$ cat src/rtl/isa_pkg.sv
`timescale 1ns / 1ps
// ----------------------------------------------------------------------------
// isa_pkg: shared types and constants for the indexed shift array
// sizes, command and status codes, and the control bundle broadcast to cells
// ----------------------------------------------------------------------------
package isa_pkg;

	localparam int DEPTH      = 64;
	localparam int DATA_WIDTH = 32;
	localparam int VAL_W      = 32;
	localparam int IDX_W      = $clog2(DEPTH);
	localparam int CNT_W      = $clog2(DEPTH + 1);

	typedef logic [DATA_WIDTH-1:0] word_t;

	typedef enum logic [2:0] {
		CMD_READ   = 3'd0,
		CMD_APPEND = 3'd1,
		CMD_DROP   = 3'd2,
		CMD_INSERT = 3'd3,
		CMD_REMOVE = 3'd4
	} cmd_t;

	typedef enum logic [1:0] {
		ST_OK    = 2'd0,
		ST_RANGE = 2'd1,
		ST_FULL  = 2'd2
	} status_t;

	// broadcast to every cell; the enables are only set when the command succeeds
	typedef struct packed {
		logic             ins;
		logic             rem;
		logic             app;
		logic [IDX_W-1:0] pos;
		logic [CNT_W-1:0] fill;
	} isa_op_t;

endpackage

$ cat src/rtl/isa_cell.sv
`timescale 1ns / 1ps
// ----------------------------------------------------------------------------
// isa_cell: one entry of the shift array
// holds a word, loads from either neighbour or the new word, offers a read term
// ----------------------------------------------------------------------------
module isa_cell import isa_pkg::*; (
	input  logic             clk,
	input  isa_op_t          op,
	input  logic [IDX_W-1:0] slot,
	input  word_t            word,
	input  word_t            prev_entry,
	input  word_t            next_entry,
	output word_t            entry,
	output word_t            rd_term
);

	word_t            entry_q;
	logic [CNT_W-1:0] slot_w;
	logic             take_prev;
	logic             take_next;
	logic             take_word;

	always_comb begin
		slot_w    = CNT_W'(slot);
		take_prev = op.ins && (slot > op.pos) && (slot_w <= op.fill);
		take_next = op.rem && (slot >= op.pos) && ((slot_w + CNT_W'(1)) < op.fill);
		take_word = (op.ins && (slot == op.pos)) || (op.app && (slot_w == op.fill));
	end

	always_ff @(posedge clk) begin
		if (take_word) begin
			entry_q <= word;
		end else if (take_prev) begin
			entry_q <= prev_entry;
		end else if (take_next) begin
			entry_q <= next_entry;
		end
	end

	assign entry   = entry_q;
	assign rd_term = (slot == op.pos) ? entry_q : '0;

endmodule

$ cat config.mk
export PLATFORM = sky130hd
export DESIGN_NAME = isa_cell
export DESIGN_NICKNAME = d
export VERILOG_FILES = /design/src/rtl/isa_pkg.sv /design/src/rtl/isa_cell.sv
export SDC_FILE = /design/constraint.sdc
export NUM_CORES = 1
export LEC_CHECK = 0
export BUFFER_PORTS_ARGS = -buffer_cell sky130_fd_sc_hd__buf_4
export CAP_MARGIN = 10
export CELL_PAD_IN_SITES_DETAIL_PLACEMENT = 0
export CELL_PAD_IN_SITES_GLOBAL_PLACEMENT = 1
export CORE_MARGIN = 4
export CORE_UTILIZATION = 31
export CTS_CLUSTER_DIAMETER = 150
export DETAILED_ROUTE_END_ITERATION = 8
export PLACE_DENSITY_LB_ADDON = 0.3
export SLEW_MARGIN = 5
export SYNTH_ARGS = -nofsm -noshare
export SYNTH_HDL_FRONTEND = slang
export SYNTH_SLANG_ARGS = --single-unit
export TNS_END_PERCENT = 100
$ cat constraint.sdc
create_clock -name clk -period 13.74 [get_ports clk]
set_clock_uncertainty 0.15 [all_clocks]
set_input_delay 4.122 -clock clk [delete_from_list [all_inputs] [get_ports clk]]
set_output_delay 4.122 -clock clk [all_outputs]
set_load 0.01 [all_outputs]
==> metrics.md <==
| Metric | Value |
|---|---|
| Status | finished clean |
| Buf/Inv on CP | 2 |
| H-tree depth | 2 |
| Crit path max fanout | 35 |
| Die height | approximately 100 microns |
| Clk sinks | 32 |
| Syn Inst Count | between 200 and 300 |
| DP Cell Count | 557 |
| Row count | 33 |
| Global-route wire length before repair | between 10,000 and 15,000 microns |
| Vias/cell | roughly 5.1 |
| Ports | 183 |
| Sw power | between 100 and 150 uW |
| Max incr delay on CP | between 0.5 and 0.6 ns |
| Mean Syn Cell Area | ~9.1 sq um |
| P_int | approximately 250 uW |
| Maxcap violations | 0 |
| CTS tree | yes |
| DRT iter0 DRCs | 115 |
| Cell Count, Final, Fillers Out | between 500 and 600 |
| Placed Area | ~4000 sq um |
| Die extent in x | 99.9 microns |
| Worst-path clk slew | around 0.070 ns |
| Gate power share | 0.348 |
| Max Freq | 0.101 GHz |
| Slew Limit Fails | 0 |
| Maximum VDD drop | 0.0497 mV |
| Worst Tran Pin Value | about 1.2 ns |
| Pleak | 1.89 nW |
| Worst setup EP type | output pin |
| Antenna violations before repair | 0 |
| RSZ-0062 raised after global routing | no |
| Vias in the first global route | between 2,000 and 3,000 |
| Pin count of the biggest net entering global routing | 36 |
| Multi-input gate area | 1470 sq um |
| Register area share after synthesis | 0.367 |
| Layout area overhead | 56.5% |
| Seq. cell area | slightly below 1000 sq um |
| CP cell instances | buf_4, ha_1, nand4_4, nor2_4, and2_1, buf_4 |
| Synth top area cells | edfxtp_1, ha_1, a31oi_1 |
| Post-Route WL | between 9000 and 10,000 microns |
| Post-route ant nets | 0 |
| Grt total ovfl | 0 |
| Root Buffer | clkbuf_8 |
| Drt first pass iters | 4 |
| Final setup violation count | 0 |
| Critical path type | input pin to output pin |
| Post-CTS Setup Inserts | 0 |
| Minimum clock period after layout | roughly 9.9 ns |
| Die area | 9990 sq um |
| Startpoint types | input pin |
| HP Class | input pin to flip-flop |
| Netlist cell types | 40 |
| Design area | between 4000 and 5000 sq um |
| Synth area leader | edfxtp_1 |
| Power Density | 87.2 nW/um^2 |
| DRC violations left | 0 |
| Worst path slowest cell | nor2_4 |
| Part of the power in the clock network | 0.249 |
| Synthesis warning total | 0 |
| Drt wl/cell | ~16 microns |
| Worst path top cell family by delay | simple AND/OR/NAND/NOR gates |
| Post_cts resized | 0 |
| CP arrival | 5.65 ns |
| Setup TNS | 0 ns |
| Post-CTS Hold Fix Bufs | 0 |
| Hold Slack | about 4 ns |
| Num CTS Buffers | 5 |
| Routability cong. | approximately 0.84 |
| Mapped Area | ~2600 sq um |
| Final Hold Violating Endpoints | 0 |
| Final-stage net count | about 600 |
| Fillcell total | 796 |
| Via count | between 2,000 and 3,000 |
| Post-synthesis sequential element count | 32 |
| Max clock buf depth | 2 |
| Total GRT Usage | 0.172 |
| Sequential share of power | 0.403 |
| Final antenna diode count | 0 |
| DP HPWL | 6710 microns |
| Req. time, crit path | roughly 9.5 ns |
| Core area | between 8000 and 9000 sq um |
| Final period utilization | 0.722 |
| Syn nets | 428 |
| Largest register FFs | 32 |
| I/O Buffers | 182 |
| Most frequent CP cell | buf_4 |
| Worst slew margin | 0.233 |
| Switching share of power | 0.296 |
| Post-synth top area share | 0.367 |
| Layout cell share with drive strength beyond 1 | 0.443 |
| Power, Total | between 300 and 400 uW |
| Starting Density | 0.319 |
cells in the mapped netlist (all sizes together):
cell type and n:
a211oi 1, xor2 1, o21bai 1, a21o 1, xnor2 3, nand3 7, nand2 2, nand4b 1
a21oi 39, a31o 1, and2 32, o21ai 34, nor2 34, nor2b 1, and3 2, o22ai 1
and2b 1, nand3b 1, edfxtp 32, nand4 1, o22a 1, a31oi 33, clkbuf 6, ha 20
o221ai 1, a22oi 1, o211ai 1, a22o 1, dlymetal6s2s 2, inv 13, buf 13, o21a 1
power by group through the flow:
| stage | Clock, mW | Sequential (mW) | Combinational [mW] |
|---|---|---|---|
| finish | 0.0891 | 0.144 | 0.124 |
| global route | 0.0966 | 0.147 | 0.135 |
| CTS | 0.0931 | 0.144 | 0.126 |
| detailed placement | 0 | 0.147 | 0.125 |
| global placement | 0 | 0.146 | 0.124 |
| floorplan | 0 | 0.155 | 0.0470 |
tightest hold or removal path, stage by stage:
cell,delay (ns)
buf_4,0.07
nor2_1,0.03
a21oi_1,0.10
layout by cell type (no fill, tap or decap), types with 2 or more instances in the layout:
master / instances
buf_4: 184
a21oi_1: 39
nor2_1: 33
a31oi_1: 32
and2_1: 32
edfxtp_1: 32
o21ai_0: 24
ha_1: 20
inv_1: 13
o21ai_1: 9
nand3_1: 7
clkbuf_8: 5
xnor2_1: 3
nand2_1: 2
and3_1: 2
cell type report:
type / count / area share
flip-flops and latches: 32 / 0.234
well taps: 105 / 0.0320
clock buffers: 6 / 0.0177
repair buffers: 184 / 0.337
clock inverters: 2 / 0.00854
inverters: 13 / 0.0119
multi-input cells: 223 / 0.359
final timing paths:
kind,end,from,cells past startpoint
max,rd_term[5],slot[5],6
min,entry[10],word[10],3
per-layer routing:
metal,GRT usage,part of all wire,wire length [microns]
met3,0.0361,0.081,745
met5,0,0,0
met4,0.0462,0.015,135
met2,0.312,0.51,4680
met1,0.204,0.39,3610
per-stage QoR:
stage / utilization / worst slack, ns
finish: 0.499 / 3.82
global route: 0.499 / 3.66
CTS: 0.499 / 3.79
detailed placement: 0.486 / 3.80
global placement: 0.486 / 3.84
floorplan: - / 4.27
logic make-up after synthesis:
| logic type | share of synthesized area |
|---|---|
| flops | 0.367 |
| xor+xnor | 0.0134 |
| compound gates | 0.271 |
| fa+ha+maj | 0.0955 |
| buf+inv | 0.0783 |
| simple gates | 0.175 |
No activity file was read; power rests on OpenSTA's default activity.
